**src/sv/snm_pkg.sv**
```systemverilog
`default_nettype none
package snm_pkg;

    localparam int DEF_MAX_POINTS  = 4096;
    localparam int DEF_MAX_NOTCHES = 8;

    localparam int FREQ_W = 40;
    localparam int BW_W   = 39;
    localparam int PTS_W  = 13;
    localparam int FRAC_W = 16;
    localparam int IDX_W  = 12;
    localparam int SMP_W  = 32;
    localparam int REM_W  = 13;
    localparam int STAT_W = 2;

    // quotient bits of the shared divider; covers edge bins and the fraction step
    localparam int DIV_STEPS = 18;
    localparam int STEP_W    = $clog2(DIV_STEPS);

    localparam int IN_DATA_W  = 176;
    localparam int OUT_DATA_W = 96;
    localparam int OUT_USER_W = 3;
    localparam int CFG_IDX_W  = 2;
    localparam int CFG_DATA_W = 40;

    typedef enum logic [1:0] {
        ACT_BEGIN = 2'd0,
        ACT_NOTCH = 2'd1,
        ACT_BIN   = 2'd2,
        ACT_NONE  = 2'd3
    } action_t;

    typedef enum logic [STAT_W-1:0] {
        ST_OK      = 2'd0,
        ST_ILLEGAL = 2'd1,
        ST_FULL    = 2'd2
    } status_t;

    localparam logic [CFG_IDX_W-1:0] REG_SIDEBAND  = 2'd0;
    localparam logic [CFG_IDX_W-1:0] REG_CHAN_FREQ = 2'd1;
    localparam logic [CFG_IDX_W-1:0] REG_BANDWIDTH = 2'd2;
    localparam logic [CFG_IDX_W-1:0] REG_POINTS    = 2'd3;

    typedef enum logic [3:0] {
        S_IDLE,
        S_MUL,
        S_ELOAD,
        S_EDIV,
        S_ESAVE,
        S_COUNT,
        S_NLOAD,
        S_NDIV,
        S_FINISH
    } ctrl_state_t;

    typedef struct packed {
        logic accept;
        logic mul;
        logic second;
        logic div_load_edge;
        logic div_load_nib;
        logic div_step;
        logic save_edge;
        logic count;
        logic finish;
    } dp_cmd_t;

    typedef struct packed {
        logic out_free;
        logic needs_calc;
    } dp_stat_t;

endpackage
`default_nettype wire

```
**src/sv/snm_div.sv**
```systemverilog
`default_nettype none
module snm_div
    import snm_pkg::*;
#(
    parameter int WW = 64,
    parameter int QW = DIV_STEPS
) (
    input  wire logic          aclk,
    input  wire logic          load,
    input  wire logic [WW-1:0] num,
    input  wire logic [WW-1:0] den,
    input  wire logic          step,
    output logic      [QW-1:0] quo
);

    logic [WW-1:0] rem_reg, rem_next;
    logic [WW-1:0] dsh_reg, dsh_next;
    logic [QW-1:0] quo_reg, quo_next;

    always_comb begin
        rem_next = rem_reg;
        dsh_next = dsh_reg;
        quo_next = quo_reg;
        if (load) begin
            rem_next = num;
            dsh_next = den << (QW - 1);
            quo_next = '0;
        end else if (step) begin
            if (rem_reg >= dsh_reg) begin
                rem_next = rem_reg - dsh_reg;
                quo_next = {quo_reg[QW-2:0], 1'b1};
            end else begin
                quo_next = {quo_reg[QW-2:0], 1'b0};
            end
            dsh_next = dsh_reg >> 1;
        end
    end

    always_ff @(posedge aclk) begin
        rem_reg <= rem_next;
        dsh_reg <= dsh_next;
        quo_reg <= quo_next;
    end

    assign quo = quo_reg;

endmodule
`default_nettype wire

```
**src/sv/snm_dp.sv**
```systemverilog
`default_nettype none
module snm_dp
    import snm_pkg::*;
#(
    parameter int MAX_POINTS  = DEF_MAX_POINTS,
    parameter int MAX_NOTCHES = DEF_MAX_NOTCHES
) (
    input  wire logic                  aclk,
    input  wire logic                  aresetn,
    input  wire logic                  cfg_valid,
    input  wire logic [CFG_IDX_W-1:0]  cfg_index,
    input  wire logic [CFG_DATA_W-1:0] cfg_data,
    input  wire logic [IN_DATA_W-1:0]  s_tdata,
    input  wire logic [1:0]            s_tuser,
    output logic                       m_tvalid,
    input  wire logic                  m_tready,
    output logic      [OUT_DATA_W-1:0] m_tdata,
    output logic      [OUT_USER_W-1:0] m_tuser,
    input  wire dp_cmd_t               cmd,
    output dp_stat_t                   stat
);

    localparam int PW  = $clog2(MAX_POINTS + 1);
    localparam int SW  = PW + 2;
    localparam int CW  = (PW > IDX_W) ? PW : IDX_W;
    localparam int NCW = $clog2(MAX_NOTCHES + 1);
    localparam int IW  = (MAX_NOTCHES > 1) ? $clog2(MAX_NOTCHES) : 1;
    localparam int XW  = BW_W;
    localparam int WA  = XW + PW + 2;
    localparam int WB  = BW_W + 3 + DIV_STEPS - 1;
    localparam int WW  = (WA > WB) ? WA : WB;

    localparam logic [1:0] CLS_IN  = 2'd0;
    localparam logic [1:0] CLS_NEG = 2'd1;
    localparam logic [1:0] CLS_HI  = 2'd2;

    // configuration
    logic                     sideband_reg;
    logic signed [FREQ_W-1:0] chan_reg;
    logic        [BW_W-1:0]   bw_reg;
    logic        [PTS_W-1:0]  points_reg;

    // item fields
    action_t                  act;
    logic signed [FREQ_W-1:0] in_lo, in_hi;
    logic        [FRAC_W-1:0] in_frac;
    logic        [IDX_W-1:0]  in_idx;
    logic        [SMP_W-1:0]  in_re, in_im;

    // state
    logic [FRAC_W-1:0] frac_reg, frac_next;
    logic [NCW-1:0]    stored_reg, stored_next;
    logic [PW-1:0]     rlo_reg [MAX_NOTCHES];
    logic [PW-1:0]     rhi_reg [MAX_NOTCHES];

    // notch work registers
    logic signed [FREQ_W-1:0] lo_reg, hi_reg;
    logic [XW+PW-1:0]         prod_reg;
    logic [1:0]               cls_reg;
    logic signed [SW-1:0]     ibot_reg, itop_reg;
    logic [PW-1:0]            first_reg, last_reg, count_reg;

    // output register
    logic                  m_valid_reg;
    logic [SMP_W-1:0]      ore_reg, ore_next;
    logic [SMP_W-1:0]      oim_reg, oim_next;
    logic                  onotch_reg, onotch_next;
    logic [FRAC_W-1:0]     ofrac_reg, ofrac_next;
    logic [REM_W-1:0]      orem_reg, orem_next;
    status_t               ostat_reg, ostat_next;

    logic [PW-1:0]        p_eff, q_val;
    logic [BW_W-1:0]      bw_eff;
    logic                 full;
    logic                 out_load;
    logic signed [FREQ_W+1:0] f_x, chan_x, bw_x, lb_x, ub_x, x_x;
    logic [1:0]           cls_now;
    logic [WW-1:0]        div_num, div_den;
    logic [DIV_STEPS-1:0] quo;
    logic signed [SW-1:0] edge_val, p_s, first_s, last_s;
    logic [PW-1:0]        first_c, last_c, count_c;
    logic                 hit;
    logic [DIV_STEPS-1:0] nib;

    assign act     = action_t'(s_tuser);
    assign in_lo   = $signed(s_tdata[39:0]);
    assign in_hi   = $signed(s_tdata[79:40]);
    assign in_frac = s_tdata[95:80];
    assign in_idx  = s_tdata[107:96];
    assign in_re   = s_tdata[139:108];
    assign in_im   = s_tdata[171:140];

    always_comb begin
        if (points_reg < PTS_W'(4)) begin
            p_eff = PW'(4);
        end else if (32'(points_reg) > 32'(MAX_POINTS)) begin
            p_eff = PW'(MAX_POINTS);
        end else begin
            p_eff = PW'(points_reg);
        end
    end
    assign q_val  = p_eff >> 2;
    assign bw_eff = (bw_reg == '0) ? BW_W'(1) : bw_reg;
    assign full   = 32'(stored_reg) >= 32'(MAX_NOTCHES);

    assign stat.out_free   = !m_valid_reg || m_tready;
    assign stat.needs_calc = (act == ACT_NOTCH) && (in_hi > in_lo) && !full;

    // frequency to distance from the channel edge
    always_comb begin
        f_x    = (cmd.second ^ sideband_reg) ? {{2{hi_reg[FREQ_W-1]}}, hi_reg}
                                             : {{2{lo_reg[FREQ_W-1]}}, lo_reg};
        chan_x = {{2{chan_reg[FREQ_W-1]}}, chan_reg};
        bw_x   = $signed({3'b000, bw_eff});
        lb_x   = sideband_reg ? chan_x - bw_x : chan_x;
        ub_x   = sideband_reg ? chan_x : chan_x + bw_x;
        x_x    = sideband_reg ? ub_x - f_x : f_x - lb_x;
        if (f_x < lb_x) begin
            cls_now = sideband_reg ? CLS_HI : CLS_NEG;
        end else if (f_x < ub_x) begin
            cls_now = CLS_IN;
        end else begin
            cls_now = sideband_reg ? CLS_NEG : CLS_HI;
        end
    end

    always_comb begin
        if (cmd.div_load_nib) begin
            div_num = WW'({count_reg, 16'b0}) + WW'(q_val);
            div_den = WW'({q_val, 1'b0});
        end else begin
            div_num = WW'({prod_reg, 1'b0}) + WW'({bw_eff, 2'b00});
            div_den = WW'({bw_eff, 3'b000});
        end
    end

    snm_div #(.WW(WW), .QW(DIV_STEPS)) u_div (
        .aclk (aclk),
        .load (cmd.div_load_edge || cmd.div_load_nib),
        .num  (div_num),
        .den  (div_den),
        .step (cmd.div_step),
        .quo  (quo)
    );

    assign p_s = $signed({2'b00, p_eff});

    always_comb begin
        case (cls_reg)
            CLS_IN:  edge_val = $signed({2'b00, quo[PW-1:0]});
            CLS_NEG: edge_val = -SW'(1);
            default: edge_val = p_s + SW'(1);
        endcase
    end

    // clip to the channel and count
    always_comb begin
        first_s = ibot_reg + SW'(1);
        if (first_s < 0) first_s = '0;
        last_s = (itop_reg > p_s) ? p_s : itop_reg;
        if (last_s > first_s) begin
            first_c = first_s[PW-1:0];
            last_c  = last_s[PW-1:0];
            count_c = last_s[PW-1:0] - first_s[PW-1:0];
        end else begin
            first_c = '0;
            last_c  = '0;
            count_c = '0;
        end
    end

    always_comb begin
        hit = 1'b0;
        for (int i = 0; i < MAX_NOTCHES; i++) begin
            if ((32'(i) < 32'(stored_reg)) && (CW'(in_idx) >= CW'(rlo_reg[i]))
                    && (CW'(in_idx) < CW'(rhi_reg[i]))) begin
                hit = 1'b1;
            end
        end
    end

    assign nib = quo;

    always_comb begin
        frac_next   = frac_reg;
        stored_next = stored_reg;
        ore_next    = '0;
        oim_next    = '0;
        onotch_next = 1'b0;
        orem_next   = '0;
        ostat_next  = ST_OK;
        out_load    = 1'b0;
        if (cmd.finish) begin
            out_load    = 1'b1;
            stored_next = stored_reg + NCW'(1);
            if (nib != '0 && nib < DIV_STEPS'(frac_reg)) begin
                frac_next = frac_reg - nib[FRAC_W-1:0];
            end
            orem_next = REM_W'(count_reg);
        end else if (cmd.accept && !stat.needs_calc) begin
            case (act)
                ACT_BEGIN: begin
                    out_load    = 1'b1;
                    frac_next   = in_frac;
                    stored_next = '0;
                end
                ACT_NOTCH: begin
                    out_load   = 1'b1;
                    ostat_next = (in_hi > in_lo) ? ST_FULL : ST_ILLEGAL;
                end
                ACT_BIN: begin
                    out_load    = 1'b1;
                    onotch_next = hit;
                    if (!hit) begin
                        ore_next = in_re;
                        oim_next = in_im;
                    end
                end
                default: out_load = 1'b0;
            endcase
        end
        ofrac_next = frac_next;
    end

    always_ff @(posedge aclk) begin
        if (!aresetn) begin
            sideband_reg <= 1'b0;
            chan_reg     <= '0;
            bw_reg       <= BW_W'(1048576);
            points_reg   <= PTS_W'(4096);
            frac_reg     <= '0;
            stored_reg   <= '0;
            m_valid_reg  <= 1'b0;
        end else begin
            if (cfg_valid) begin
                case (cfg_index)
                    REG_SIDEBAND:  sideband_reg <= cfg_data[0];
                    REG_CHAN_FREQ: chan_reg     <= $signed(cfg_data);
                    REG_BANDWIDTH: bw_reg       <= cfg_data[BW_W-1:0];
                    REG_POINTS:    points_reg   <= cfg_data[PTS_W-1:0];
                    default:       sideband_reg <= sideband_reg;
                endcase
            end
            frac_reg   <= frac_next;
            stored_reg <= stored_next;
            if (out_load) begin
                m_valid_reg <= 1'b1;
            end else if (m_tready) begin
                m_valid_reg <= 1'b0;
            end
        end
    end

    always_ff @(posedge aclk) begin
        if (cmd.accept) begin
            lo_reg <= in_lo;
            hi_reg <= in_hi;
        end
        if (cmd.mul) begin
            prod_reg <= x_x[XW-1:0] * p_eff;
            cls_reg  <= cls_now;
        end
        if (cmd.save_edge) begin
            if (cmd.second) itop_reg <= edge_val;
            else            ibot_reg <= edge_val;
        end
        if (cmd.count) begin
            first_reg <= first_c;
            last_reg  <= last_c;
            count_reg <= count_c;
        end
        if (cmd.finish) begin
            rlo_reg[stored_reg[IW-1:0]] <= first_reg;
            rhi_reg[stored_reg[IW-1:0]] <= last_reg;
        end
        if (out_load) begin
            ore_reg    <= ore_next;
            oim_reg    <= oim_next;
            onotch_reg <= onotch_next;
            ofrac_reg  <= ofrac_next;
            orem_reg   <= orem_next;
            ostat_reg  <= ostat_next;
        end
    end

    assign m_tvalid = m_valid_reg;
    assign m_tdata  = {3'b000, orem_reg, ofrac_reg, oim_reg, ore_reg};
    assign m_tuser  = {ostat_reg, onotch_reg};

endmodule
`default_nettype wire

```
**src/sv/snm_ctrl.sv**
```systemverilog
`default_nettype none
module snm_ctrl
    import snm_pkg::*;
(
    input  wire logic     aclk,
    input  wire logic     aresetn,
    input  wire logic     s_tvalid,
    output logic          s_tready,
    input  wire dp_stat_t stat,
    output dp_cmd_t       cmd
);

    ctrl_state_t       state_reg, state_next;
    logic              second_reg, second_next;
    logic [STEP_W-1:0] step_reg, step_next;

    always_ff @(posedge aclk) begin
        if (!aresetn) begin
            state_reg  <= S_IDLE;
            second_reg <= 1'b0;
            step_reg   <= '0;
        end else begin
            state_reg  <= state_next;
            second_reg <= second_next;
            step_reg   <= step_next;
        end
    end

    always_comb begin
        state_next  = state_reg;
        second_next = second_reg;
        step_next   = step_reg;
        s_tready    = 1'b0;
        cmd         = '0;
        cmd.second  = second_reg;
        case (state_reg)
            S_IDLE: begin
                s_tready   = stat.out_free;
                cmd.accept = s_tvalid && stat.out_free;
                if (cmd.accept && stat.needs_calc) begin
                    second_next = 1'b0;
                    state_next  = S_MUL;
                end
            end
            S_MUL: begin
                cmd.mul    = 1'b1;
                state_next = S_ELOAD;
            end
            S_ELOAD: begin
                cmd.div_load_edge = 1'b1;
                step_next         = '0;
                state_next        = S_EDIV;
            end
            S_EDIV: begin
                cmd.div_step = 1'b1;
                step_next    = step_reg + STEP_W'(1);
                if (step_reg == STEP_W'(DIV_STEPS - 1)) state_next = S_ESAVE;
            end
            S_ESAVE: begin
                cmd.save_edge = 1'b1;
                if (second_reg) begin
                    state_next = S_COUNT;
                end else begin
                    second_next = 1'b1;
                    state_next  = S_MUL;
                end
            end
            S_COUNT: begin
                cmd.count  = 1'b1;
                state_next = S_NLOAD;
            end
            S_NLOAD: begin
                cmd.div_load_nib = 1'b1;
                step_next        = '0;
                state_next       = S_NDIV;
            end
            S_NDIV: begin
                cmd.div_step = 1'b1;
                step_next    = step_reg + STEP_W'(1);
                if (step_reg == STEP_W'(DIV_STEPS - 1)) state_next = S_FINISH;
            end
            S_FINISH: begin
                // hold until the output register can take the result
                if (stat.out_free) begin
                    cmd.finish = 1'b1;
                    state_next = S_IDLE;
                end
            end
            default: state_next = S_IDLE;
        endcase
    end

endmodule
`default_nettype wire

```
**src/sv/spectral_notch_masker_top.sv**
```systemverilog
// Spectral notch masker for one channel's cross-power spectrum.
// Input beats on s_*: tuser carries the action (begin, notch, bin), tdata
// the notch edges, start fraction, bin index and bin value. Every begin,
// notch and bin beat yields one result beat on m_*; action three yields none.
// Configuration (sideband, channel edge, bandwidth, points) is written on
// cfg_* one register per beat, always ready; write it only while no item
// is in flight (not enforced). Bin and begin beats are not divided: the
// result is registered on acceptance and a new beat is taken every cycle
// while m_tready holds. A legal notch beat that fits the table runs both
// edge mappings and the fraction step on one shared restoring divider,
// with s_tready low from acceptance until the result is registered.
// Illegal notches and table-full notches return at once with their status.
// When the receiver stalls, the result holds in the output register and
// s_tready drops once that register is occupied and not draining.
// Reset (aresetn low, synchronous) loads register defaults, empties the
// notch table, zeroes the fraction and drops any pending result.
`default_nettype none
module spectral_notch_masker_top
    import snm_pkg::*;
#(
    parameter int MAX_POINTS  = DEF_MAX_POINTS,
    parameter int MAX_NOTCHES = DEF_MAX_NOTCHES
) (
    input  wire logic                  aclk,
    input  wire logic                  aresetn,
    input  wire logic                  cfg_valid,
    output logic                       cfg_ready,
    input  wire logic [CFG_IDX_W-1:0]  cfg_index,
    input  wire logic [CFG_DATA_W-1:0] cfg_data,
    input  wire logic                  s_tvalid,
    output logic                       s_tready,
    // lo_freq, hi_freq, start_fraction, bin_index, bin_re, bin_im, zero pad
    input  wire logic [IN_DATA_W-1:0]  s_tdata,
    // action
    input  wire logic [1:0]            s_tuser,
    output logic                       m_tvalid,
    input  wire logic                  m_tready,
    // out_re, out_im, fraction, bins_removed, zero pad
    output logic      [OUT_DATA_W-1:0] m_tdata,
    // notched, status
    output logic      [OUT_USER_W-1:0] m_tuser
);

    dp_cmd_t  cmd;
    dp_stat_t stat;

    assign cfg_ready = 1'b1;

    snm_ctrl u_ctrl (
        .aclk     (aclk),
        .aresetn  (aresetn),
        .s_tvalid (s_tvalid),
        .s_tready (s_tready),
        .stat     (stat),
        .cmd      (cmd)
    );

    snm_dp #(.MAX_POINTS(MAX_POINTS), .MAX_NOTCHES(MAX_NOTCHES)) u_dp (
        .aclk      (aclk),
        .aresetn   (aresetn),
        .cfg_valid (cfg_valid),
        .cfg_index (cfg_index),
        .cfg_data  (cfg_data),
        .s_tdata   (s_tdata),
        .s_tuser   (s_tuser),
        .m_tvalid  (m_tvalid),
        .m_tready  (m_tready),
        .m_tdata   (m_tdata),
        .m_tuser   (m_tuser),
        .cmd       (cmd),
        .stat      (stat)
    );

endmodule
`default_nettype wire

```
**config.mk**
```make
export PLATFORM = sky130hd
export DESIGN_NAME = spectral_notch_masker_top
export DESIGN_NICKNAME = d
export VERILOG_FILES = /design/src/sv/snm_pkg.sv /design/src/sv/snm_div.sv /design/src/sv/snm_dp.sv /design/src/sv/snm_ctrl.sv /design/src/sv/spectral_notch_masker_top.sv
export SDC_FILE = /design/constraint.sdc
export NUM_CORES = 2
export LEC_CHECK = 0
export ABC_AREA = 1
export BUFFER_PORTS_ARGS = -buffer_cell sky130_fd_sc_hd__clkbuf_2
export CAP_MARGIN = 30
export CORE_AREA = 3 3 367 369
export CTS_CLUSTER_DIAMETER = 40
export DETAILED_ROUTE_END_ITERATION = 7
export DIE_AREA = 0 0 370 372
export PLACE_DENSITY = 0.72
export SLEW_MARGIN = 20
export SYNTH_ARGS = -nofsm -noshare
export SYNTH_HDL_FRONTEND = slang
export SYNTH_SLANG_ARGS = --single-unit
```
**constraint.sdc**
```tcl
create_clock -name aclk -period 17.2 [get_ports aclk]
set_clock_uncertainty 0.15 [all_clocks]
set_input_delay 2.58 -clock aclk [delete_from_list [all_inputs] [get_ports aclk]]
set_output_delay 2.58 -clock aclk [all_outputs]
set_load 0.05 [all_outputs]
```
Word-level counts from Yosys, hierarchy flattened
Memory sizes are Yosys's and may differ from the RTL's.
Cells that the tools add are included.
Cells by class
  eq/ne operators: 19
  mux-type cells: 64
  multipliers: 1
  divide/modulo/power cells: 0
  $add $sub $neg: 13
  reduce and logical (&&, ||, !) cells: 56
  shift operators: 0
  bitwise logic cells: 5
  magnitude comparators: 35
Operators with widths (number)
  $mux W59: 6
  $mux W42: 4
  $ge A12 B13 Y1: 8
  $lt A12 B13 Y1: 8
  $lt A42 B42 Y1: 2
  $mux W39: 2
  $sub A39 B39 Y39: 2
  $mux W16: 4
  $ge A59 B59 Y1: 1
  $sub A59 B59 Y59: 1
  $add A53 B41 Y54: 1
  $mul A39 B13 Y52: 1
  $add A40 B40 Y41: 1
  $sub A40 B40 Y41: 1
  $gt A40 B40 Y1: 1
  $logic_not A39 Y1: 1
  $pmux W4 S9: 1
  $add A29 B11 Y30: 1
  $mux W15: 2
  $pmux W15 S2: 1
  $mux W4: 7
  $mux W1: 27
  $mux W13: 2
  $logic_and A1 B1 Y1: 22
  41 further kinds: 86
Storage, ports and cells
  memories: 2
  ROM bits: 0
  logic and storage cells: 224
  input bits: 225
  register bits after elaboration: 559
  latch bits: 0
  memory bits (writable): 208
Memories
  u_dp.rhi_reg: words 8, bits a word 13, rd ports 8, clocked after memory_dff 0, wr ports 1, line snm_dp.sv:54  | logic [PW-1:0] rhi_reg [MAX_NOTCHES];
  u_dp.rlo_reg: words 8, bits a word 13, rd ports 8, clocked after memory_dff 0, wr ports 1, line snm_dp.sv:53  | logic [PW-1:0] rlo_reg [MAX_NOTCHES];

Longest topological paths before layout
An unclocked memory read counts as a cell.
  depth in word-level cells: 13
  gate-level depth with buffers: 54

Modules after synthesis
From an unflattened synthesis, not the netlist that was laid out.
Second synthesis, totals
  cell total of the unflattened synthesis: 9992
  area total of the unflattened synthesis: 74219.9 sq um
By module, submodules not included
  snm_dp: area an instance 62742.7 sq um, cells an instance 8193, sequential area each 17506.8 sq um, instances 1
  snm_div: area an instance 10835.4 sq um, cells an instance 1693, sequential area each 3733.6 sq um, instances 1
  snm_ctrl: area an instance 630.6 sq um, cells an instance 104, sequential area each 200.2 sq um, instances 1
  spectral_notch_masker_top: area an instance 11.3 sq um, cells an instance 2, sequential area each 0.0 sq um, instances 1

Worst setup path before layout
No wires, ideal clock.
  kind: register to register
  start point: register u_dp.bw_reg[8]
  end point: register u_dp.prod_reg[38], data pin
  setup slack: 8.370 ns
  path buffers: 0
  data arrival time: 8.422 ns
  cell stages (with the launch flop): 46
  cell sequence: dfxtp_1 -> nor4_1 -> nand4_1 -> nor2_1 -> a31o_2 -> ha_1 -> inv_1 -> fa_1 -> o21ai_2 -> inv_1 -> nor2_1 -> nor2_1 -> o21ai_0 -> or2_2 -> nand3_1 -> o21ai_0 -> inv_1 -> ha_1 -> [10 not listed] -> fa_1 -> inv_1 -> fa_1 -> inv_1 -> fa_1 -> fa_1 -> inv_1 -> fa_1 -> inv_1 -> ha_1 -> nand2_1 -> nor2_1 -> inv_1 -> nor3_1 -> a21oi_1 -> o21ai_0 -> a31oi_1 -> xnor2_1
On the way
  cells in the longest elaborated chain, start to end: 7
Ends and longest elaborated chain
  start: declaration: line snm_dp.sv:40  | logic [BW_W-1:0] bw_reg;
  start signal: assignment: line snm_dp.sv:239  | REG_BANDWIDTH: bw_reg <= cfg_data[BW_W-1:0];
  $logic_not A39 Y1: line snm_dp.sv:103  | assign bw_eff = (bw_reg == '0) ? BW_W'(1) : bw_reg;
  $mux W39 (*): line snm_dp.sv:103
  $sub A40 B40 Y41 or $add A40 B40 Y41 (tied branches): line snm_dp.sv:115, snm_dp.sv:116
  $mux W42, on equally long branches: line snm_dp.sv:115, snm_dp.sv:116
  $sub A39 B39 Y39: line snm_dp.sv:117  | x_x = sideband_reg ? ub_x - f_x : f_x - lb_x;
  $mux W39 (*): line snm_dp.sv:117
  $mul A39 B13 Y52 (*): line snm_dp.sv:260  | prod_reg <= x_x[XW-1:0] * p_eff;
  end signal: assignment: line snm_dp.sv:260
  end: declaration: line snm_dp.sv:58  | logic [XW+PW-1:0] prod_reg;
Mark *: on every way between the ends. The rest lies on a longest branch, timed or not.
A chain may end at the register's enable or synchronous reset.

Worst setup path in the final report
  start point: register u_dp.bw_reg[32]
  end point: register u_dp.prod_reg[47], data pin
Same word-level chain as after synthesis.

==> results.toml <==
[run_status]
status = "finished clean"

[clocking]
root_buffer = "clkbuf_16"
postCtsHoldBufs = 0
clock_latency_ns = 0.77
cts.sinks = 767
htree_levels = 3
cts_tree = "built"
cts_buffer_depth = 3
post_cts_buffers = 0
clk_pin_slew_worst_paths_ns = 0.06
ctsResizeCount = 0
numCtsBuffers = 110

[floorplan]
die_y_um = 372
pin_count = 327
fp-row-count = 133
die_w_um = 370
die_area_mm2 = 0.138
core-area_mm2 = 0.131
initial_core_util_pct = 54.9

[power_and_ir_drop]
total_power_mw = 12.7
leakage_nw = 37.1
p_per_area_mw_per_mm2 = 160
vdd_ir_drop_max_mv = 0.127

[critical_path]
cp-startpoint = "u_dp.bw_reg[32]"
crit_end = "u_dp.prod_reg[47]"
worst_setup_path_end_kind = "flip-flop"
critical_path_class = "reg2reg"
worstSetupStartpointType = "flip-flop"
worst-endpoint-required_ns = 17.52
r2r_end = "u_dp.prod_reg[47]"
slowest_stage = "nor4_1"
cpMostUsedCell = "nand2_1"
slowest_delay_ns = 0.70
regToRegSetupSlack_ns = 4.86
rr_startpoint = "u_dp.bw_reg[32]"
cp.arrival_ns = 12.66
r2r_cells = 42
critical_path.max_fanout = 8

[synth]
synth_fa_ha_area_share_pct = 23.3
yosysTopAreaCell = "edfxtp_1"
synth.most_common_cell = "inv_1"
synth-seq-cells = 767
netlist_area_mm2 = 0.0722
synth-simple-area-share_pct = 20.8
synthMuxAreaShare_pct = 0.0970
synth_top_family_by_area = "adder cells"
ys_warn_count = 0
synth_xor_area_share_pct = 1.91
async_flop_share_pct = 0
ys_top_cells_by_count = "inv_1, nand2_1, nor2_1"
synth_edf_count = 608
synth-compound-area-share_pct = 13.6
syn_area_per_cell_um2 = 7.77
yosys-top-cells-area = "edfxtp_1, ha_1, fa_1"
yosys_most_used_dff = "edfxtp_1"
yosysSeqAreaShare_pct = 29.7
yosysUniqueCellTypes = 71
netlist.area_leader.share_pct = 25.3
syn_inst = 9302

[drt]
routed_wl_mm = 264
drt-vias-per-instance = 5.83
first_pass_iters = 8
ant_nets = 0
first_iter_violations = 6842
post_drt_wl_per_cell_um = 23.1
vias = 66500
drc = 0

[placed_design]
place_congestion = 1.01
post-place-ws_ns = 5.13
dp_hpwl_mm = 215
port_buffers = 318

[sta]
setup_viol = 0
max_slew.worst_pin.slew_ns = 1.05
period_needed_ns = 12.34
max_slew_margin_pct = 29.7
drv_slew = 0
grt_setup_unrepaired = "false"
setup_slack_ns = 4.86
hold_violations = 0
period_share_pct = 71.8
fmax_mhz = 81.0
setup-tns-final_ns = 0

[final_layout]
drive_above_1_share_pct = 8.40
area_delta_synth_final_pct = 10.2
nets = 10900
fill_cells = 11900
post-route-util_pct = 60.6

[grt]
grt_pass1_vias = 64300
grt_first_pass_wirelength_mm = 388
grt_max_degree = 81
grt_overflow = 0
antenna_found_initial = 12
grt_usage_pct = 37.5

[min_path]
hold_path_class = "reg2reg"

[run]
cap_violations = 0
[worst min path at each step]
stage / depth (start not counted) / to / start
floorplan: 2 / u_dp.u_div.quo[17] / u_dp.u_div.quo[17]
detailed placement: 2 / u_ctrl.step_reg[3] / u_ctrl.step_reg[3]
global route: 2 / u_dp.u_div.dsh_reg[9] / u_dp.u_div.dsh_reg[10]
CTS: 2 / u_dp.u_div.dsh_reg[9] / u_dp.u_div.dsh_reg[10]
global placement: 2 / u_ctrl.step_reg[3] / u_ctrl.step_reg[3]
finish: 2 / u_dp.u_div.dsh_reg[11] / u_dp.u_div.dsh_reg[12]
[metal layers]
layer | up-vias | part of all wire [%] | GRT usage [%] | wire (um)
li1 | 31000 | - | - | -
met1 | 31800 | 40 | 49.0 | 107000
met2 | 3049 | 46 | 60.5 | 120000
met3 | 667 | 8.3 | 6.26 | 22000
met4 | 14 | 5.7 | 18.4 | 14900
met5 | - | 0.040 | 0 | 105
[placed cells by master (no fill, tap or decap), types with 111 or more instances in the layout]
| cell | instances |
|---|---|
| inv_1 | 1718 |
| o21ai_0 | 619 |
| nand3_1 | 466 |
| fa_1 | 415 |
| ha_1 | 682 |
| edfxtp_1 | 608 |
| clkbuf_2 | 318 |
| a21oi_1 | 701 |
| clkbuf_16 | 111 |
| dfxtp_1 | 158 |
| nor2_1 | 1052 |
| nand2_1 | 1517 |
[metrics by stage]
stage	cell area (um^2)	hold WS, ns	cells
2_1_floorplan	72200	0.291	9304
3_3_place_gp	75500	0.298	11200
3_5_place_dp	75600	0.311	11200
4_1_cts	79500	0.297	11400
5_1_grt	79600	0.333	11400
6_report	79600	0.307	11400
[cell type report]
type                    count  area [um^2]  area share, %
clock inverters            89         1100           1.38
inverters                1748         6560           8.24
repair buffers            385         2210           2.77
well taps                1755         2200           2.76
clock buffers             120         2820           3.54
diodes                      6         15.0         0.0189
flip-flops and latches    767        21400           26.9
multi-input cells        6534        43300           54.3
[power by group]
group	total [mW]	switching [mW]	internal, mW	leakage, nW
Clock	2.36	0.971	1.39	1.85
Sequential	2.90	0.282	2.61	6.93
Combinational	7.45	5.32	2.13	28.4
Total	12.7	6.58	6.13	37.1
[kinds of logic after synthesis]
kind of cell,after synthesis
other,2
buffers and inverters,2003
AND/OR/NAND/NOR,3507
adder cells (fa/ha/maj),1097
multiplexers,7
AO/OA/AOI/OAI,1762
flip-flops,767
XOR/XNOR,157
[critical path: cells and delay by family, from the launching register on]
family,cells,cell delay (ns)
XOR/XNOR,3,1.11
AND/OR/NAND/NOR,14,2.88
adder cells (fa/ha/maj),8,3.65
AO/OA/AOI/OAI,11,3.46
flip-flops,1,0.38
buffers and inverters,6,0.40
Note: power is estimated with default switching activity, not from simulation.
